===== config.mk =====
export PLATFORM = sky130hd
export DESIGN_NAME = lgs_queue
export DESIGN_NICKNAME = d
export VERILOG_FILES = /design/src/lgs_pkg.sv /design/src/lgs_queue.sv
export SDC_FILE = /design/constraint.sdc
export NUM_CORES = 1
export LEC_CHECK = 0
export CAP_MARGIN = 20
export CORE_MARGIN = 2
export CORE_UTILIZATION = 35
export CTS_BUF_LIST = sky130_fd_sc_hd__clkbuf_4 sky130_fd_sc_hd__clkbuf_8
export DETAILED_ROUTE_END_ITERATION = 7
export DONT_BUFFER_PORTS = 1
export PLACE_DENSITY_LB_ADDON = 0.05
export RECOVER_POWER = 25
export SLEW_MARGIN = 0
export SYNTH_ARGS = -nofsm -noshare
export SYNTH_HDL_FRONTEND = slang
export SYNTH_SLANG_ARGS = --single-unit

===== constraint.sdc =====
create_clock -name clk -period 1.67 [get_ports clk]
set_input_delay 0.167 -clock clk [delete_from_list [all_inputs] [get_ports clk]]
set_output_delay 0.167 -clock clk [all_outputs]
set_load 0.05 [all_outputs]

===== src/lgs_pkg.sv =====
// Shared types and command codes for the toroidal life grid block.
`timescale 1ns / 1ps
package lgs_pkg;

  localparam logic [1:0] CMD_WRITE  = 2'd0;
  localparam logic [1:0] CMD_TOGGLE = 2'd1;
  localparam logic [1:0] CMD_STEP   = 2'd2;
  localparam logic [1:0] CMD_READ   = 2'd3;

  localparam logic [6:0] SIZE_MIN   = 7'd3;
  localparam logic [6:0] SIZE_RESET = 7'd50;

  typedef struct packed {
    logic [1:0] command;
    logic [5:0] row;
    logic [5:0] column;
    logic       value;
  } in_t;

  typedef struct packed {
    logic        cell_res;
    logic [31:0] generation;
  } out_t;

  // One classified command waiting for the engine.
  typedef struct packed {
    logic [1:0] command;
    logic [5:0] row;
    logic [5:0] column;
    logic       value;
    logic       in_grid;
    logic [6:0] size;
  } task_t;

  // Engine status seen by the front end.
  typedef struct packed {
    logic clearing;
  } back_status_t;

endpackage


===== src/lgs_queue.sv =====
// Two-entry queue between the front end and the engine.
`timescale 1ns / 1ps
module lgs_queue (
  input  logic           clk,
  input  logic           rst_n,
  input  logic           push,
  input  lgs_pkg::task_t push_data,
  output logic           full,
  input  logic           pop,
  output logic           empty,
  output lgs_pkg::task_t pop_data
);

  lgs_pkg::task_t slot_r [2];
  logic       wp_r;
  logic       rp_r;
  logic [1:0] cnt_r;

  assign full     = (cnt_r == 2'd2);
  assign empty    = (cnt_r == 2'd0);
  assign pop_data = slot_r[rp_r];

  // Store incoming beats.
  always_ff @(posedge clk) begin
    if (push) begin
      slot_r[wp_r] <= push_data;
    end
  end

  // Advance pointers and count.
  always_ff @(posedge clk) begin
    if (!rst_n) begin
      wp_r  <= 1'b0;
      rp_r  <= 1'b0;
      cnt_r <= 2'd0;
    end else begin
      if (push) begin
        wp_r <= !wp_r;
      end
      if (pop) begin
        rp_r <= !rp_r;
      end
      cnt_r <= cnt_r + {1'b0, push} - {1'b0, pop};
    end
  end

endmodule


==> reports/summary.txt <==
max-slew violation count - 0
final hold viol count - 0
PortBufs - 0
Inst Count DP - 168
CTS buffer count - 5
Post-CTS Setup Repair Bufs - 0
initial antenna violation count - 0
syn_area_per_cell - 20.5 µm²
later-pin clock latency in the skew report - 0.30 ns
MaxCap Viol Count - 0
Lkg Pwr - 0.816 nW
fin crit share - 90.6%
mapped cell area - 0.00189 mm²
fraction of layout cells with a size suffix above 1 - 30.8%
number of diodes - 0
critical path fanouts, max - 13
Area Overhead vs Synth - 24.2%
top layer in use - met4
Worst Path Required - 1.50 ns
Setup crit end kind - primary output
PwrDens - 1160 mW/mm²
clk root buf - clkbuf_8
Finished Layout Cells - 200
clock skew - 0.00241 ns
wire length per cell - 14.9 µm
RSZ-0062 raised after global routing - no
clock sinks - 51
GRT Util Overall - 10.8%
DRC viols - 0
Die Y - 77.4 µm
Mapped Nets - 121
I/O pins - 52
Core Footprint - 0.00517 mm²
Critical R2R Capture - cnt_r[1]
global-route wire length before repair - 4750 µm
Worst Max-Slew Pin Slew - 0.289 ns
peak supply drop - 0.586 mV
fin nets - 158
synth unique cells - 12
ys async rst share - 0%
CP startpoint kind - register
most frequent cell after synthesis - edfxtp_1
DR vias - 922
worst r2r src - cnt_r[0]
router iterations before antenna repair - 4
Yosys reg bits - 51
Worst Path Arrival - 1.35 ns
DR iter-0 viols - 24
hold buffer count at cts - 24
Synth Flop Type - edfxtp_1
vias in the first global route - 1006
Setup TNS Final - 0 ns
Worst-path clk slew - 0.08 ns
area fraction of the dominant cell type after synthesis - 73.2%
R2R depth - 6
Cells after Synth - 92
final wirelength - 2990 µm
die area - 0.00600 mm²
CP Class - reg2out
cts repair resizes - 0
relative slew slack - 80.6%
pin count of the biggest net entering global routing - 15
row count - 26
CTS tree - yes
H-Tree Depth - 2
Final min period - 1.51 ns
vias per cell - 4.61
largest area contributor in the netlist - edfxtp_1
EDFF count, synth - 46
Initial Util - 36.5%
met2 WL - 1590 µm
ANT nets after route - 0
fmax - 661 MHz
WL met3 - 211 µm
Hold Path Class - in2reg
met1 wire length - 1110 µm
status - complete, no violations
crit path to - pop_data[13]
Yosys Warn Count - 0
Setup Viol. Count Final - 0
DP HPWL - 1990 µm
Reg2Reg Setup Slack - 0.27 ns
total grt overflow - 0
GPL Wtd Cong - 0.605
Die X - 77.4 µm
synth top area cells - edfxtp_1 73%, mux2_2 14%, dfxtp_1 5.3%, and2_1 1.3%, ha_1 1.3%
CTS Buffer Depth - 2
commonest cells in the synthesized netlist - 46 x edfxtp_1, 23 x mux2_2, 5 x dfxtp_1, 4 x and2_1, 4 x nor2b_1
register area share after synthesis - 78.5%
==> worst min path at each step <==
stage,startpoint,to,slack [ns],cells past startpoint
finish,push,wp_r,0.08,2
global placement,push_data[12],slot_r[0][12],0.27,0
global route,push,wp_r,0.08,2
detailed placement,push_data[10],slot_r[0][10],0.27,0
CTS,push,wp_r,0.08,2
floorplan,push_data[0],slot_r[0][0],0.27,0
==> cell usage in the layout (no fill, tap or decap) <==
cell type      Yosys  layout
nor2b_1            4       3
clkbuf_8           0       5
nor2_1             1       1
o21a_1             1       1
mux2_2            23      23
dlygate4sd3_1      0      24
nor2b_2            0       1
edfxtp_1          46      46
clkinv_2           0       1
clkbuf_4           0       2
and2_1             4       4
xor2_1             1       1
inv_1              2       2
ha_1               2       2
xnor3_1            1       1
buf_4              0       8
dfxtp_1            5       5
==> final cells by class <==
| cell class | count | area, µm² |
|---|---|---|
| Clock buffer | 7 | 83.8 |
| Multi-Input combinational cell | 37 | 379 |
| Tap cell | 70 | 87.6 |
| Timing Repair Buffer | 32 | 300 |
| Inverter | 2 | 7.51 |
| Clock inverter | 1 | 5.00 |
| Sequential cell | 51 | 1480 |
| Fill cell | 464 | 2830 |
==> kinds of logic after synthesis <==
family / synth area share (%)
fa+ha+maj: 1.33
buf+inv: 1.59
compound gates: 0.398
simple gates: 2.85
mux: 13.7
xor+xnor: 1.66
flops: 78.5
==> critical path, cell delays in order, from the launching register on <==
cell     delay [ns]
dfxtp_1        0.33
buf_4          0.22
mux2_2         0.49
==> flip-flops by register name, summed over array words and instances (netlist names), named ones only <==
| signal | flops |
|---|---|
| cnt_r | 2 |
| rp_r | 1 |
| slot_r | 46 |
| wp_r | 1 |
==> layer usage <==
metal  GRT usage, %  vias to the layer above
met5              0                        -
met4           6.96                        0
met3           4.07                        7
met2           18.3                       37
met1           11.0                      459
li1               -                      419
==> power breakdown <==
group / internal (mW) / total, mW / switching (mW)
combinational: 0.172 / 0.540 / 0.368
clock: 0.327 / 0.683 / 0.357
sequential: 1.47 / 1.49 / 0.0231
==> per-stage QoR <==
| stage | power (mW) | area [µm²] | setup WS (ns) | util (%) | hold slack (ns) |
|---|---|---|---|---|---|
| 3_3_place_gp | 2.01 | 2020 | 0.346 | 39.0 | 0.266 |
| 6_report | 2.72 | 2340 | 0.157 | 45.3 | 0.0830 |
| 4_1_cts | 2.76 | 2340 | 0.127 | 45.3 | 0.0757 |
| 2_1_floorplan | 1.95 | 1890 | 0.317 | - | 0.266 |
| 5_1_grt | 2.83 | 2340 | 0.0932 | 45.3 | 0.0762 |
| 3_5_place_dp | 2.02 | 2020 | 0.279 | 39.0 | 0.266 |
Power figures use the tool's default switching activity.
