$ cat src/lgs_pkg.sv
// Shared types and command codes for the toroidal life grid block.
`timescale 1ns / 1ps
package lgs_pkg;

  localparam logic [1:0] CMD_WRITE  = 2'd0;
  localparam logic [1:0] CMD_TOGGLE = 2'd1;
  localparam logic [1:0] CMD_STEP   = 2'd2;
  localparam logic [1:0] CMD_READ   = 2'd3;

  localparam logic [6:0] SIZE_MIN   = 7'd3;
  localparam logic [6:0] SIZE_RESET = 7'd50;

  typedef struct packed {
    logic [1:0] command;
    logic [5:0] row;
    logic [5:0] column;
    logic       value;
  } in_t;

  typedef struct packed {
    logic        cell_res;
    logic [31:0] generation;
  } out_t;

  // One classified command waiting for the engine.
  typedef struct packed {
    logic [1:0] command;
    logic [5:0] row;
    logic [5:0] column;
    logic       value;
    logic       in_grid;
    logic [6:0] size;
  } task_t;

  // Engine status seen by the front end.
  typedef struct packed {
    logic clearing;
  } back_status_t;

endpackage

$ cat src/lgs_front.sv
// Front end: accepts commands, holds the grid size register and classifies each beat.
`timescale 1ns / 1ps
module lgs_front #(
  parameter int GRID_DIM = 64
) (
  input  logic                 clk,
  input  logic                 rst_n,
  input  logic                 in_valid,
  output logic                 in_ready,
  input  lgs_pkg::in_t         in_data,
  input  logic                 cfg_valid,
  output logic                 cfg_ready,
  input  logic [6:0]           cfg_data,
  input  lgs_pkg::back_status_t status,
  input  logic                 q_full,
  output logic                 q_push,
  output lgs_pkg::task_t       q_data
);

  logic [6:0] grid_size_r;
  logic [6:0] size_use;

  assign cfg_ready = 1'b1;

  // Hold the size register.
  always_ff @(posedge clk) begin
    if (!rst_n) begin
      grid_size_r <= lgs_pkg::SIZE_RESET;
    end else if (cfg_valid) begin
      grid_size_r <= cfg_data;
    end
  end

  // Clamp the size into the legal range.
  always_comb begin
    if (grid_size_r < lgs_pkg::SIZE_MIN) begin
      size_use = lgs_pkg::SIZE_MIN;
    end else if (32'(grid_size_r) > GRID_DIM) begin
      size_use = 7'(GRID_DIM);
    end else begin
      size_use = grid_size_r;
    end
  end

  assign in_ready = !q_full && !status.clearing;
  assign q_push   = in_valid && in_ready;

  // Classify the beat.
  always_comb begin
    q_data.command = in_data.command;
    q_data.row     = in_data.row;
    q_data.column  = in_data.column;
    q_data.value   = in_data.value;
    q_data.size    = size_use;
    q_data.in_grid = ({1'b0, in_data.row} < size_use) && ({1'b0, in_data.column} < size_use);
  end

endmodule

$ cat config.mk
export PLATFORM = sky130hd
export DESIGN_NAME = lgs_front
export DESIGN_NICKNAME = d
export VERILOG_FILES = /design/src/lgs_pkg.sv /design/src/lgs_front.sv
export SDC_FILE = /design/constraint.sdc
export NUM_CORES = 1
export LEC_CHECK = 0
export BUFFER_PORTS_ARGS = -buffer_cell sky130_fd_sc_hd__clkbuf_2
export CAP_MARGIN = 40
export CORE_MARGIN = 2
export CORE_UTILIZATION = 43
export DETAILED_ROUTE_END_ITERATION = 8
export GPL_ROUTABILITY_DRIVEN = 0
export PLACE_DENSITY = 0.91
export SLEW_MARGIN = 15
export SYNTH_ARGS = -nofsm -noshare
export SYNTH_HDL_FRONTEND = slang
export SYNTH_SLANG_ARGS = --single-unit
$ cat constraint.sdc
create_clock -name clk -period 2.65 [get_ports clk]
set_input_delay 0.1325 -clock clk [delete_from_list [all_inputs] [get_ports clk]]
set_output_delay 0.1325 -clock clk [all_outputs]
set_load 0.1 [all_outputs]
==> metrics.yaml <==
grt:
  antenna_found_initial: 0
  grt_pass1_vias: 556
  grt_pass1_wl_um: 2190
  grt_max_degree: 13
  grt_usage: 0.147
  grt_overflow: 0
clocking:
  numCtsBuffers: 3
  cts.sinks: 7
  cts.path.max_buffers: 2
  clock_latency_ps: 240
  path_clk_slew_ps: 50
  htreeDepth: 1
  cts_tree: "done"
  cts-root-buf: "clkbuf_4"
timing:
  tightestPinTransition_ps: 548
  fin_crit_sh: 0.915
  relSlewSlack: 0.636
  setup_viol: 0
  fmaxAchievable_mhz: 413
  finalMaxSlewViolations: 0
  worst_hold_slack_ps: 101
  finalSetupTns_ps: 0
  rsz0062_at_grt: "false"
  skew_ps: 0
  min_period_ps: 2420
  hold_viol: 0
logic_synthesis:
  synth_commonest_cells: "16 x buf_4, 8 x ha_1, 7 x dfxtp_1, 7 x mux2i_1, 6 x nor2b_1"
  syn_inst: 83
  avgSynthCellArea_um2: 8.82
  yosys.cell_types.count: 26
  synth_area_leader_cell: "dfxtp_1"
  synth_nets: 119
  ys_warn_count: 0
  synth_area_um2: 732
  synth_edf_count: 0
  synthFlopType: "dfxtp_1"
  yosysSeqAreaShare: 0.191
  synth_top_area_share: 0.191
  synthMostInstantiatedCell: "buf_4"
  synth-seq-cells: 7
  async_reset_ff_frac: 0
  synthTopCellsByArea: "dfxtp_1 19%, buf_4 16%, ha_1 14%"
worst_hold_path:
  hold_start: "rst_n"
  worstHoldPathCells: 2
  worstHoldPathType: "input port to flop"
  holdPathEnd: "grid_size_r[5]"
route:
  via_count: 635
  wl_per_cell_um: 11.3
  ant_nets: 0
  drtIter0Drc: 2
  vias_per_cell: 4.88
  drc: 0
  drt_first_pass_iters: 2
  drt_wl_total_um: 1460
critical_path:
  required_ps: 2520
  rrSetupSlack_ps: 1960
  rr_startpoint: "grid_size_r[6]"
  cp_max_fo: 12
  worstSetupPathType: "flop to output port"
  ff2ff_path_depth: 2
  end_kind: "output port"
  startpoint_type: "flop"
  r2r-end: "grid_size_r[6]"
  cp.arrival_ps: 2290
placement:
  placed_cells: 126
  post-dp-hpwl_um: 1310
  portBuffers: 46
status:
  status: "complete, no violations"
finish:
  stdcell_count: 130
  largest_reg_flops: 7
  nets: 151
  final_util: 0.575
  nFillCells: 149
  final_layout_size_suffix_gt1_frac: 0.482
  largest_register: "grid_size_r"
  top_regs: "grid_size_r (7)"
  n_antenna_cell: 0
  area_growth_pct: 22.6
floorplanning:
  die_area_um2: 2050
  chipWidth_um: 45.3
  pin_count: 54
  core-area_um2: 1560
  row_count: 14
  start_util: 0.470
  die_h_um: 45.3
pwr:
  ir_drop_v: 0.000336
  pwr_density_cell_nw_per_um2: 594
  p_leak_nw: 0.509
flow_run:
  cap_violations: 0
[per-layer routing]
layer,up-vias,global-route usage,routed length [µm]
li1,330,-,-
met1,277,0.158,597
met2,28,0.263,766
met3,0,0.0280,99
met4,0,0.0882,0
met5,-,0,0
[final cells by class]
type | count | area (µm²) | area share
timing repair buffer | 46 | 245 | 0.273
inverter | 5 | 18.8 | 0.0209
multi-input combinational | 52 | 445 | 0.497
sequential | 7 | 141 | 0.158
tap | 16 | 20.0 | 0.0223
clock buffer | 4 | 26.3 | 0.0293
[timing repair]
action | CTS | global route
hold buffers | 0 | 0
buffers inserted | 0 | 0
resized for setup | 0 | 1
setup endpoints to repair | 0 | 1
[critical path, cell delays in order (launching register included)]
cell and delay [ps]:
dfxtp_2 370, nand2b_1 210, ha_1 320, a21o_1 210
a2111oi_4 350, o22ai_1 160, nor3_4 230, buf_12 200
[through the flow]
step / instance area, µm² / setup slack (ps) / total power [W]
final: 897 / 226 / 0.000533
after global routing: 897 / 133 / 0.000559
after CTS: 896 / 99.2 / 0.000541
after detailed placement: 870 / 383 / 0.000442
after global placement: 870 / 492 / 0.000436
after floorplan: 738 / 132 / 0.000409
[how the worst max path moves through the flow]
stage | from | to | slack, ps | cells after the start
after CTS | grid_size_r[6] | q_data[7] | 100 | 7
after detailed placement | grid_size_r[6] | q_data[7] | 380 | 7
after global routing | grid_size_r[6] | q_data[7] | 130 | 7
after global placement | grid_size_r[6] | q_data[7] | 490 | 7
after floorplan | grid_size_r[6] | q_data[7] | 130 | 7
final | grid_size_r[6] | q_data[7] | 230 | 7
[report_power, final]
| part | internal (W) | total (W) | switching [W] |
|---|---|---|---|
| Combinational | 0.0000829 | 0.000318 | 0.000235 |
| Clock | 0.0000573 | 0.0000936 | 0.0000364 |
| Sequential | 0.000112 | 0.000121 | 0.00000896 |
[layout by cell type (no fill, tap or decap), types with 2 or more instances in the layout]
cell,count
inv_1,5
nand2_1,5
clkbuf_4,3
nor2_1,4
clkbuf_2,45
nor2b_1,6
mux2i_1,7
nand2b_1,4
a21oi_1,3
and4b_1,2
dfxtp_1,6
ha_1,8
[cells by family (layout without fill, tap and decap cells)]
| kind of cell | Yosys count | in the layout | share of synthesized area |
|---|---|---|---|
| buf+inv | 24 | 55 | 0.209 |
| other cells | 1 | 1 | 0.00512 |
| compound gates | 9 | 9 | 0.120 |
| simple gates | 26 | 26 | 0.229 |
| flops | 7 | 7 | 0.191 |
| fa+ha+maj | 9 | 9 | 0.150 |
| mux | 7 | 7 | 0.0957 |
Note: power is estimated with default switching activity, not from simulation.
